## config.mk

```make
export PLATFORM = sky130hd
export DESIGN_NAME = nmea_sentence_validator
export DESIGN_NICKNAME = d
export VERILOG_FILES = /design/src/hdl/nmv_pkg.sv /design/src/hdl/nmv_line_tracker.sv /design/src/hdl/nmea_sentence_validator.sv
export VERILOG_INCLUDE_DIRS = /design/src /design/src/hdl
export SDC_FILE = /design/constraint.sdc
export NUM_CORES = 1
export LEC_CHECK = 0
export BUFFER_PORTS_ARGS = -buffer_cell sky130_fd_sc_hd__buf_2
export CORE_UTILIZATION = 45
export CTS_CLUSTER_SIZE = 30
export DETAILED_ROUTE_END_ITERATION = 6
export GPL_TIMING_DRIVEN = 1
export SLEW_MARGIN = 0
export SYNTH_ARGS = -nofsm -noshare
export SYNTH_HDL_FRONTEND = slang
export SYNTH_SLANG_ARGS = --single-unit
export TNS_END_PERCENT = 50
```

## constraint.sdc

```tcl
create_clock -name clk -period 3.9 [get_ports clk]
set_input_delay 0.195 -clock clk [delete_from_list [all_inputs] [get_ports clk]]
set_output_delay 0.195 -clock clk [all_outputs]
set_load 0.02 [all_outputs]
```

## src/hdl/nmea_sentence_validator_defines.svh

```systemverilog
// Assertion macros shared by the validator modules.
`ifndef NMEA_SENTENCE_VALIDATOR_DEFINES_SVH
`define NMEA_SENTENCE_VALIDATOR_DEFINES_SVH

`ifndef SYNTHESIS

`define NMV_ASSERT(lbl, clk, rst, prop, msg) \
  lbl: assert property (@(posedge clk) disable iff (rst) prop) else $error(msg);

`define NMV_NEVER(lbl, clk, rst, expr, msg) \
  lbl: assert property (@(posedge clk) disable iff (rst) !(expr)) else $error(msg);

`else

`define NMV_ASSERT(lbl, clk, rst, prop, msg)

`define NMV_NEVER(lbl, clk, rst, expr, msg)

`endif

`endif

```

## src/hdl/nmv_pkg.sv

```systemverilog
package nmv_pkg;

  localparam int MAX_LINE   = 120;
  localparam int COUNT_W    = $clog2(MAX_LINE + 1);
  localparam int CNT_OUT_W  = 7;
  localparam int CNT_SAT    = 127;
  localparam int TAIL_DEPTH = 5;
  localparam int ID_INDEX   = 5;
  localparam int MIN_KEPT   = 6;
  localparam int MAX_SHORT  = 6;

  localparam logic [7:0] CH_CR    = 8'h0d;
  localparam logic [7:0] CH_LF    = 8'h0a;
  localparam logic [7:0] CH_START = 8'h24;
  localparam logic [7:0] CH_STAR  = 8'h2a;
  localparam logic [7:0] PRINT_LO = 8'd32;
  localparam logic [7:0] PRINT_HI = 8'd126;

  typedef enum logic [1:0] {
    STATUS_OK       = 2'd0,
    STATUS_SHORT    = 2'd1,
    STATUS_FRAMING  = 2'd2,
    STATUS_CHECKSUM = 2'd3
  } nmv_status_t;

  typedef struct packed {
    nmv_status_t            status;
    logic [7:0]             sentence_id;
    logic [CNT_OUT_W-1:0]   kept_length;
    logic [CNT_OUT_W-1:0]   removed_count;
  } nmv_result_t;

  typedef struct packed {
    logic bad;
    logic [3:0] value;
  } nmv_hex_t;

  function automatic nmv_hex_t hex_value(input logic [7:0] c);
    nmv_hex_t h;
    h.bad = 1'b0;
    h.value = 4'd0;
    if (c inside {[8'h30:8'h39]}) begin
      h.value = 4'(c - 8'h30);
    end else if (c inside {[8'h41:8'h46]}) begin
      h.value = 4'(c - 8'h41 + 8'd10);
    end else if (c inside {[8'h61:8'h66]}) begin
      h.value = 4'(c - 8'h61 + 8'd10);
    end else begin
      h.bad = 1'b1;
    end
    return h;
  endfunction

  function automatic logic [CNT_OUT_W-1:0] sat_count(input logic [COUNT_W-1:0] v);
    if (COUNT_W > CNT_OUT_W && v > COUNT_W'(CNT_SAT)) begin
      return CNT_OUT_W'(CNT_SAT);
    end
    return CNT_OUT_W'(v);
  endfunction

endpackage

```

## src/hdl/nmv_line_tracker.sv

```systemverilog
`include "nmea_sentence_validator_defines.svh"

module nmv_line_tracker (
  input  logic                 clk,
  input  logic                 rst,
  input  logic                 step,
  input  logic [7:0]           data_byte,
  output logic                 line_done,
  output nmv_pkg::nmv_result_t result
);

  logic [nmv_pkg::COUNT_W-1:0] raw_count;
  logic [nmv_pkg::COUNT_W-1:0] kept_count;
  logic [nmv_pkg::COUNT_W-1:0] removed_total;
  logic                        last_was_cr;
  logic [7:0]                  xor_accumulator;
  logic [7:0]                  tail_history [nmv_pkg::TAIL_DEPTH];
  logic [7:0]                  first_kept_byte;
  logic [7:0]                  id_byte;

  logic [nmv_pkg::COUNT_W-1:0] raw_count_next;
  logic [nmv_pkg::COUNT_W-1:0] kept_count_next;
  logic [nmv_pkg::COUNT_W-1:0] removed_total_next;
  logic [7:0]                  xor_accumulator_next;
  logic [7:0]                  tail_history_next [nmv_pkg::TAIL_DEPTH];
  logic [7:0]                  first_kept_byte_next;
  logic [7:0]                  id_byte_next;
  logic                        keep;
  nmv_pkg::nmv_hex_t           hex_hi;
  nmv_pkg::nmv_hex_t           hex_lo;

  always_comb begin
    keep = (data_byte inside {[nmv_pkg::PRINT_LO:nmv_pkg::PRINT_HI]}) ||
           data_byte == nmv_pkg::CH_CR || data_byte == nmv_pkg::CH_LF;
    raw_count_next = raw_count + 1'b1;
    kept_count_next = keep ? kept_count + 1'b1 : kept_count;
    removed_total_next = keep ? removed_total : removed_total + 1'b1;
    xor_accumulator_next = xor_accumulator;
    if (keep && kept_count >= nmv_pkg::COUNT_W'(nmv_pkg::MIN_KEPT)) begin
      xor_accumulator_next = xor_accumulator ^ tail_history[0];
    end
    for (int i = 0; i < nmv_pkg::TAIL_DEPTH; i++) begin
      tail_history_next[i] = tail_history[i];
    end
    if (keep) begin
      for (int i = 0; i < nmv_pkg::TAIL_DEPTH - 1; i++) begin
        tail_history_next[i] = tail_history[i + 1];
      end
      tail_history_next[nmv_pkg::TAIL_DEPTH-1] = data_byte;
    end
    first_kept_byte_next = (keep && kept_count == '0) ? data_byte : first_kept_byte;
    id_byte_next = (keep && kept_count == nmv_pkg::COUNT_W'(nmv_pkg::ID_INDEX)) ?
                   data_byte : id_byte;

    line_done = (last_was_cr && data_byte == nmv_pkg::CH_LF) ||
                raw_count_next >= nmv_pkg::COUNT_W'(nmv_pkg::MAX_LINE);

    hex_hi = nmv_pkg::hex_value(tail_history_next[1]);
    hex_lo = nmv_pkg::hex_value(tail_history_next[2]);
    if (raw_count_next <= nmv_pkg::COUNT_W'(nmv_pkg::MAX_SHORT)) begin
      result.status = nmv_pkg::STATUS_SHORT;
    end else if (kept_count_next < nmv_pkg::COUNT_W'(nmv_pkg::MIN_KEPT)) begin
      result.status = nmv_pkg::STATUS_FRAMING;
    end else if (first_kept_byte_next != nmv_pkg::CH_START ||
                 tail_history_next[0] != nmv_pkg::CH_STAR) begin
      result.status = nmv_pkg::STATUS_FRAMING;
    end else if (hex_hi.bad || hex_lo.bad ||
                 xor_accumulator_next != {hex_hi.value, hex_lo.value}) begin
      result.status = nmv_pkg::STATUS_CHECKSUM;
    end else begin
      result.status = nmv_pkg::STATUS_OK;
    end
    result.sentence_id = (kept_count_next > nmv_pkg::COUNT_W'(nmv_pkg::ID_INDEX)) ?
                         id_byte_next : 8'd0;
    result.kept_length = nmv_pkg::sat_count(kept_count_next);
    result.removed_count = nmv_pkg::sat_count(removed_total_next);
  end

  always_ff @(posedge clk) begin
    if (rst || (step && line_done)) begin
      raw_count <= '0;
      kept_count <= '0;
      removed_total <= '0;
      last_was_cr <= 1'b0;
      xor_accumulator <= '0;
      for (int i = 0; i < nmv_pkg::TAIL_DEPTH; i++) begin
        tail_history[i] <= '0;
      end
      first_kept_byte <= '0;
      id_byte <= '0;
    end else if (step) begin
      raw_count <= raw_count_next;
      kept_count <= kept_count_next;
      removed_total <= removed_total_next;
      last_was_cr <= (data_byte == nmv_pkg::CH_CR);
      xor_accumulator <= xor_accumulator_next;
      for (int i = 0; i < nmv_pkg::TAIL_DEPTH; i++) begin
        tail_history[i] <= tail_history_next[i];
      end
      first_kept_byte <= first_kept_byte_next;
      id_byte <= id_byte_next;
    end
  end

  `NMV_ASSERT(a_counts_add_up, clk, rst, ({1'b0, kept_count} + {1'b0, removed_total}) == {1'b0, raw_count}, "kept and removed counts do not add up to raw count")
  `NMV_ASSERT(a_raw_below_max, clk, rst, raw_count < nmv_pkg::COUNT_W'(nmv_pkg::MAX_LINE), "raw count reached line limit without ending line")
  `NMV_NEVER(a_cr_needs_byte, clk, rst, last_was_cr && raw_count == '0, "CR flag set on empty line")

endmodule

```

## src/hdl/nmea_sentence_validator.sv

```systemverilog
// A line-ending byte passes through the byte register, then the result register.
// Throughput: one byte per cycle; a line-ending byte waits only while the previous line
// result is still held in the output register.
// Reset: synchronous, clears the line counters, history and the valid flags of the byte
// and result registers; the block is ready once reset is released.
`include "nmea_sentence_validator_defines.svh"

module nmea_sentence_validator (
  input  logic                            clk,
  input  logic                            rst,
  input  logic                            byte_valid,
  output logic                            byte_ready,
  input  logic [7:0]                      data_byte,
  output logic                            line_valid,
  input  logic                            line_ready,
  output logic [1:0]                      status,
  output logic [7:0]                      sentence_id,
  output logic [nmv_pkg::CNT_OUT_W-1:0]   kept_length,
  output logic [nmv_pkg::CNT_OUT_W-1:0]   removed_count
);

  logic                 byte_held;
  logic [7:0]           byte_reg;
  logic                 advance;
  logic                 line_done;
  nmv_pkg::nmv_result_t line_result;
  nmv_pkg::nmv_result_t result_reg;

  nmv_line_tracker u_tracker (
    .clk       (clk),
    .rst       (rst),
    .step      (advance),
    .data_byte (byte_reg),
    .line_done (line_done),
    .result    (line_result)
  );

  assign advance    = byte_held && (!line_done || !line_valid || line_ready);
  assign byte_ready = !byte_held || advance;

  always_ff @(posedge clk) begin
    if (rst) begin
      byte_held <= 1'b0;
    end else if (byte_valid && byte_ready) begin
      byte_held <= 1'b1;
    end else if (advance) begin
      byte_held <= 1'b0;
    end
  end

  always_ff @(posedge clk) begin
    if (byte_valid && byte_ready) begin
      byte_reg <= data_byte;
    end
  end

  always_ff @(posedge clk) begin
    if (rst) begin
      line_valid <= 1'b0;
    end else if (advance && line_done) begin
      line_valid <= 1'b1;
    end else if (line_ready) begin
      line_valid <= 1'b0;
    end
  end

  always_ff @(posedge clk) begin
    if (advance && line_done) begin
      result_reg <= line_result;
    end
  end

  assign status        = result_reg.status;
  assign sentence_id   = result_reg.sentence_id;
  assign kept_length   = result_reg.kept_length;
  assign removed_count = result_reg.removed_count;

  `NMV_NEVER(a_no_overwrite, clk, rst, advance && line_done && line_valid && !line_ready, "line result overwritten before transaction")
  `NMV_ASSERT(a_plain_byte_flows, clk, rst, byte_held && !line_done |-> byte_ready, "byte that ends no line stalled input")
  `NMV_ASSERT(a_result_loaded, clk, rst, advance && line_done |=> line_valid, "finished line produced no result")

endmodule
```

---- Yosys cells after proc, flatten, opt, wreduce, memory -nomap -nowiden ----
Memory sizes are Yosys's and may differ from the RTL's.
Cells that the tools add are included.
cells by class
  magnitude comparators ................... 19
  bitwise gates (word level) .............. 6
  equal/unequal tests ..................... 6
  reductions and logical operators ........ 30
  muxes and demuxes ....................... 35
  add/subtract/negate cells ............... 13
operators with widths
  cell                   count
  $mux W8                8
  $le A8 B7 Y1 const B   5
  $mux W40               1
  $ge A8 B7 Y1 const B   4
  $ge A8 B6 Y1 const B   3
  $mux W4                6
  $sub A4 B1 Y4 const B  6
  $add A7 B1 Y7 const B  3
  $add A4 B4 Y4 const B  4
  $eq A8 B4 Y1 const B   2
  $le A8 B6 Y1 const B   2
  $ne A8 B6 Y1 const B   2
  $mux W1                15
  $logic_and A1 B1 Y1    14
  $mux W7                2
  $logic_or A1 B1 Y1     10
  $ne A8 B8 Y1           1
  $xor A8 B8 Y8          1
  $eq A7 B3 Y1 const B   1
  $ge A7 B3 Y1 const B   1
  $ge A7 B7 Y1 const B   1
  $gt A7 B3 Y1 const B   1
  $le A7 B3 Y1 const B   1
  $logic_not A7 Y1       1
  5 further kinds        14
storage, ports and cells
  memories ................................ 1
  register bits after elaboration ......... 80
  memory bits (writable) .................. 40
  input bits .............................. 12
  word-level logic and storage cells ...... 124
  output and inout bits ................... 26
memories
  memory                  depth  width  read ports  clocked after memory_dff  write ports  RTL line                text
  u_tracker.tail_history  5      8      5           0                         5            nmv_line_tracker.sv:17  logic [7:0] tail_history [nmv_pkg::TAIL_DEPTH];

---- Longest topological paths before layout ----
  depth after elaboration ................. 15
  gate-level depth with buffers ........... 17
  depth with buffers taken out ............ 15

---- By module ----
Synthesis repeated with hierarchy kept, for this count alone.
unflattened totals
  cell total of the unflattened synthesis .. 677
  area, all modules ....................... 6542.5 µm²
modules (own cells, without submodules)
  module                   seq. area each (µm²)  instances  cells each  area an instance (µm²)
  nmv_line_tracker         2122.0                1          633         5477.8
  nmea_sentence_validator  1001.0                1          44          1064.8

---- Worst setup path before layout ----
Ideal clock, no wire load.
  path kind ............................... reg-to-reg
  start point ............................. reg byte_reg[6]
  end point ............................... reg result_reg (netlist bit status[0]), data pin
  required time ........................... 3636 ps
  clock period less this slack ............ 3450 ps
  buffers on the path ..................... 3
  setup time .............................. 264 ps
  slack ................................... 450 ps
  stages on the path, launching flop included .. 17
  data arrival time ....................... 3186 ps
  cells stage by stage .................... edfxtp_1 -> buf_2 -> nor2_1 -> a21o_1 -> a31o_4 -> buf_2 -> buf_2 -> mux2i_1 -> ha_1 -> o21bai_1 -> a21oi_1 -> o21ai_0 -> mux2_2 -> a221oi_2 -> o21ai_1 -> nor4_2 -> a21oi_1
on the way
  longest elaborated chain between the ends .. 15
  elaborated cells between the ends (all ways) .. 63
  classes of those cells .................. 10 x add/sub; 15 x order compare; 5 x eq/ne; 19 x mux; 14 x reduce/logical
RTL lines
  item                                                         RTL line                                        text
  start, declared                                              nmea_sentence_validator.sv:23                   logic [7:0] byte_reg;
  start signal, assigned                                       nmea_sentence_validator.sv:53                   byte_reg <= data_byte;
  $ge A8 B6 Y1 / $le A8 B7 Y1 (equally long branches)          nmv_line_tracker.sv:33                          keep = (data_byte inside {[nmv_pkg::PRINT_LO:nmv_pkg::PRINT_HI]}) ||
  $logic_and A1 B1 Y1                                          nmv_line_tracker.sv:33
  $logic_or A1 B1 Y1                                           nmv_line_tracker.sv:33
  $logic_or A1 B1 Y1                                           nmv_line_tracker.sv:34                          data_byte == nmv_pkg::CH_CR || data_byte == nmv_pkg::CH_LF;
  $mux W40                                                     nmv_line_tracker.sv:45                          if (keep) begin
  $sub A4 B1 Y4, or another cell as far along                  nmv_pkg.sv:45, nmv_pkg.sv:47
  $add A4 B4 Y4 / $logic_and A1 B1 Y1 (equally long branches)  nmv_pkg.sv:45, nmv_pkg.sv:47, nmv_pkg.sv:46
  $mux W4 / $mux W1 (equally long branches)                    nmv_pkg.sv:46                                   end else if (c inside {[8'h61:8'h66]}) begin
  $mux W4 / $mux W1 (equally long branches)                    nmv_pkg.sv:44                                   end else if (c inside {[8'h41:8'h46]}) begin
  $mux W4 / $mux W1 (equally long branches)                    nmv_pkg.sv:42                                   if (c inside {[8'h30:8'h39]}) begin
  $ne A8 B8 Y1 / $logic_or A1 B1 Y1 (equally long branches)    nmv_line_tracker.sv:68, nmv_line_tracker.sv:67
  $logic_or A1 B1 Y1                                           nmv_line_tracker.sv:67                          end else if (hex_hi.bad || hex_lo.bad ||
  $mux W2                                                      nmv_line_tracker.sv:67
  $mux W2                                                      nmv_line_tracker.sv:64                          end else if (first_kept_byte_next != nmv_pkg::CH_START ||
  $mux W2 (*)                                                  nmv_line_tracker.sv:62                          end else if (kept_count_next < nmv_pkg::COUNT_W'(nmv_pkg::MIN_KEPT)) begin
  end signal, assigned                                         nmea_sentence_validator.sv:69                   result_reg <= line_result;
  end, declared                                                nmea_sentence_validator.sv:27                   nmv_pkg::nmv_result_t result_reg;
Mark *: on every way between the ends. The rest lies on a longest branch, timed or not.
A chain may end at the register's enable or synchronous reset.

---- Worst setup path after layout ----
  start point ............................. reg byte_reg[5]
  end point ............................... reg result_reg (netlist bit status[1]), data pin
Same word-level chain as after synthesis.

==> key figures <==
Logic synthesis
  – Post-Synth XOR/XNOR Area: 0.04453
  – Post-synthesis cell area: 6266 um^2
  – Synth Area in Compound Gates: 0.1733
  – Syn Area/Cell: 10.19 um^2
  – Mapped Nets: 641
  – Area share of the largest cell type after synthesis: 0.3450
  – Most frequent cell after synthesis: nand2_1
  – Cell taking the most area after synthesis: edfxtp_1
  – Top cells by area, synth: edfxtp_1, dfxtp_1, nand2_1, o21ai_0, a22o_1
  – Post-synth EDFFs: 72
  – Synth warn: 0
  – Main combinational cell family by area after synthesis: simple AND/OR/NAND/NOR gates
  – Multiplexer share of the synthesized area: 0.03415
  – Synthesized instance count: 615
  – Main synth FF type: edfxtp_1
  – Async set-or-reset flop fraction in the synthesized netlist: 0
  – Library cells used by synthesis: 72
  – Sequential share of the synthesized area: 0.4984
  – Simple-gate share of the synthesized area: 0.1857
  – Synthesized flop and latch total: 120
  – Synth Area in Adders: 0.02796
  – Post-synth top cells: nand2_1, edfxtp_1, dfxtp_1, o21ai_0

Worst setup path
  – Worst reg2reg setup slack: 250 ps
  – Worst setup path class: reg -> reg
  – Crit start category: register
  – CP required: 4040 ps
  – CP Max Fanout: 11
  – R2R depth: 13
  – Reg-to-reg startpoint: byte_reg[5]
  – CP endpoint kind: register
  – Critical path arrival: 3790 ps
  – Reg2reg end: status[1]

Global routing
  – GRT overflow: 0
  – Initial antenna violation count: 0
  – Vias in the first global route: 4551
  – Global Route Usage Sum: 0.2163
  – Largest net degree at the start of global routing: 53
  – First-pass GRT wire length: 23830 um

Layout
  – Final non-filler cell area: 7284 um^2
  – Syn-to-layout area delta: 16.25%
  – Nets: 680
  – Biggest register: u_tracker.tail_history
  – Layout cells sized above 1: 0.1424
  – Max FFs per register: 40
  – Diode count: 0

Detailed routing
  – DRT Pass-1 Iters: 5
  – WL final: 14640 um
  – Vias/cell: 5.671
  – Initial drt markers: 331
  – Routed Antenna Nets: 0
  – DRC: 0
  – Post-DR wirelength/cell: 17.37 um
  – Via count: 4781

Pwr
  – Leak: 2.873 nW
  – Worst VDD drop: 0.2824 mV
  – Total power: 0.003319 W
  – PwrDens: 455.6 nW/um^2

STA
  – Setup slack after layout: 247.1 ps
  – Period utilization: 0.9366
  – Final TNS setup: 0 ps
  – Least-Margin Pin Slew: 905.8 ps
  – Slew Limit Fails: 0
  – Fmax: 273.8 MHz
  – Setup-failing EPs final: 0
  – WHS: 24.65 ps
  – RSZ-0062 raised after global routing: no
  – Final min period: 3653 ps
  – Max transition margin: 0.3935
  – Final hold vios: 0
  – Fin Clk Skew: 6.298 ps

Worst hold path
  – Hold Crit Depth: 2
  – Worst min path class: in -> reg
  – Hold worst-path end: line_valid
  – HP Start: rst

Floorplan
  – Row count: 42
  – Initial Util: 0.4676
  – Die width: 120 um
  – # IOs: 38
  – Die ar.: 14400 um^2
  – Die Y: 120 um
  – Core ar.: 13400 um^2

Clock tree
  – Clk sink count: 120
  – Setup bufs post-CTS: 0
  – Clock transition at path regs: 50 ps
  – CTS tree: built
  – CTS Buf Count: 17
  – Number of H-tree levels: 4
  – Worst-Skew Late Latency: 420 ps
  – Clock Tree Root: clkbuf_16
  – Max clock buf depth: 2

Placed design
  – Gpl congestion: 0.8899
  – Place WS: 182.0 ps
  – Cell Area, Placed: 6586 um^2
  – DP Wirelength: 9694 um
  – Port Buffers: 37

Run
  – Max-cap violation count: 0

Run status
  – Status: finished clean
-- cell usage in the layout (no fill, tap or decap), drive strengths merged, types with 8 or more instances in the layout --
master,synthesis,routed
mux2i,18,18
o21ai,52,52
nand4,8,8
nand2,84,84
nand3,21,21
xor2,11,11
edfxtp,72,72
inv,11,11
dlygate4sd3,0,8
and3,23,23
xnor2,13,13
a21oi,37,37
nor2,37,37
a22o,21,21
clkbuf,13,26
buf,22,47
ha,14,14
dfxtp,48,48
-- area by class of cell --
class | count | area, um^2
fillers | 1192 | 6116
inverters | 11 | 41.29
multi-input cells | 449 | 2945
flip-flops and latches | 120 | 3123
repair buffers | 55 | 340.3
well taps | 176 | 220.2
clock buffers | 26 | 531.8
clock inverters | 6 | 82.58
-- logic make-up (layout without fill, tap and decap cells) --
logic type / Yosys count / in the layout
simple gates: 225 / 225
compound gates: 161 / 161
flops: 120 / 120
buf+inv: 46 / 98
xor+xnor: 27 / 27
mux: 21 / 21
fa+ha+maj: 14 / 14
other cells: 1 / 1
-- worst max-delay path, cell delays in order, from the launching register on --
cell and delay [ps]:
edfxtp_1 530, nor2_1 190, a21o_1 210, a31o_4 270, mux2i_1 400, ha_1 310
o21bai_1 80, a21oi_1 340, nor2_1 70, mux2_2 270, o211ai_1 160, mux2i_1 160
nor4_1 260, a31oi_1 120
-- per-layer routing --
| metal | global-route usage | routed length, um | up-vias |
|---|---|---|---|
| met2 | 0.3455 | 6923 | 98 |
| met1 | 0.2806 | 6817 | 2305 |
| met4 | 0.09063 | 277 | 0 |
| met3 | 0.04990 | 625 | 23 |
| met5 | 0 | 0 | - |
| li1 | - | - | 2355 |
-- per-stage QoR --
stage / util / instances
after global placement: 0.4915 / 803
final: 0.5436 / 843
after CTS: 0.5433 / 843
after floorplan: - / 615
after detailed placement: 0.4915 / 803
after global routing: 0.5436 / 843
-- power by group --
part / switching [W] / leakage, nW / internal, W
combinational: 0.000169 / 1.43 / 0.000101
sequential: 0.0000523 / 1.14 / 0.00138
clock: 0.000547 / 0.302 / 0.00106
total: 0.000769 / 2.87 / 0.00255
-- worst max-delay path by stage --
| stage | from | endpoint | slack (ps) | cells after the start |
|---|---|---|---|---|
| 6_report | byte_reg[5] | status[1] | 250 | 13 |
| 3_5_place_dp | byte_reg[2] | status[0] | 180 | 14 |
| 2_1_floorplan | byte_reg[6] | status[0] | 450 | 16 |
| 5_1_grt | byte_reg[5] | status[1] | 20 | 12 |
| 4_1_cts | byte_reg[2] | status[0] | 130 | 14 |
| 3_3_place_gp | byte_reg[2] | status[0] | 340 | 14 |
-- timing repair --
item                                    CTS  global route
endpoints found under the setup margin    0             2
hold buffers                              8             0
hold endpoints to repair                  8             0
resized for setup                         0             2
(Power assumes the default switching activity.)
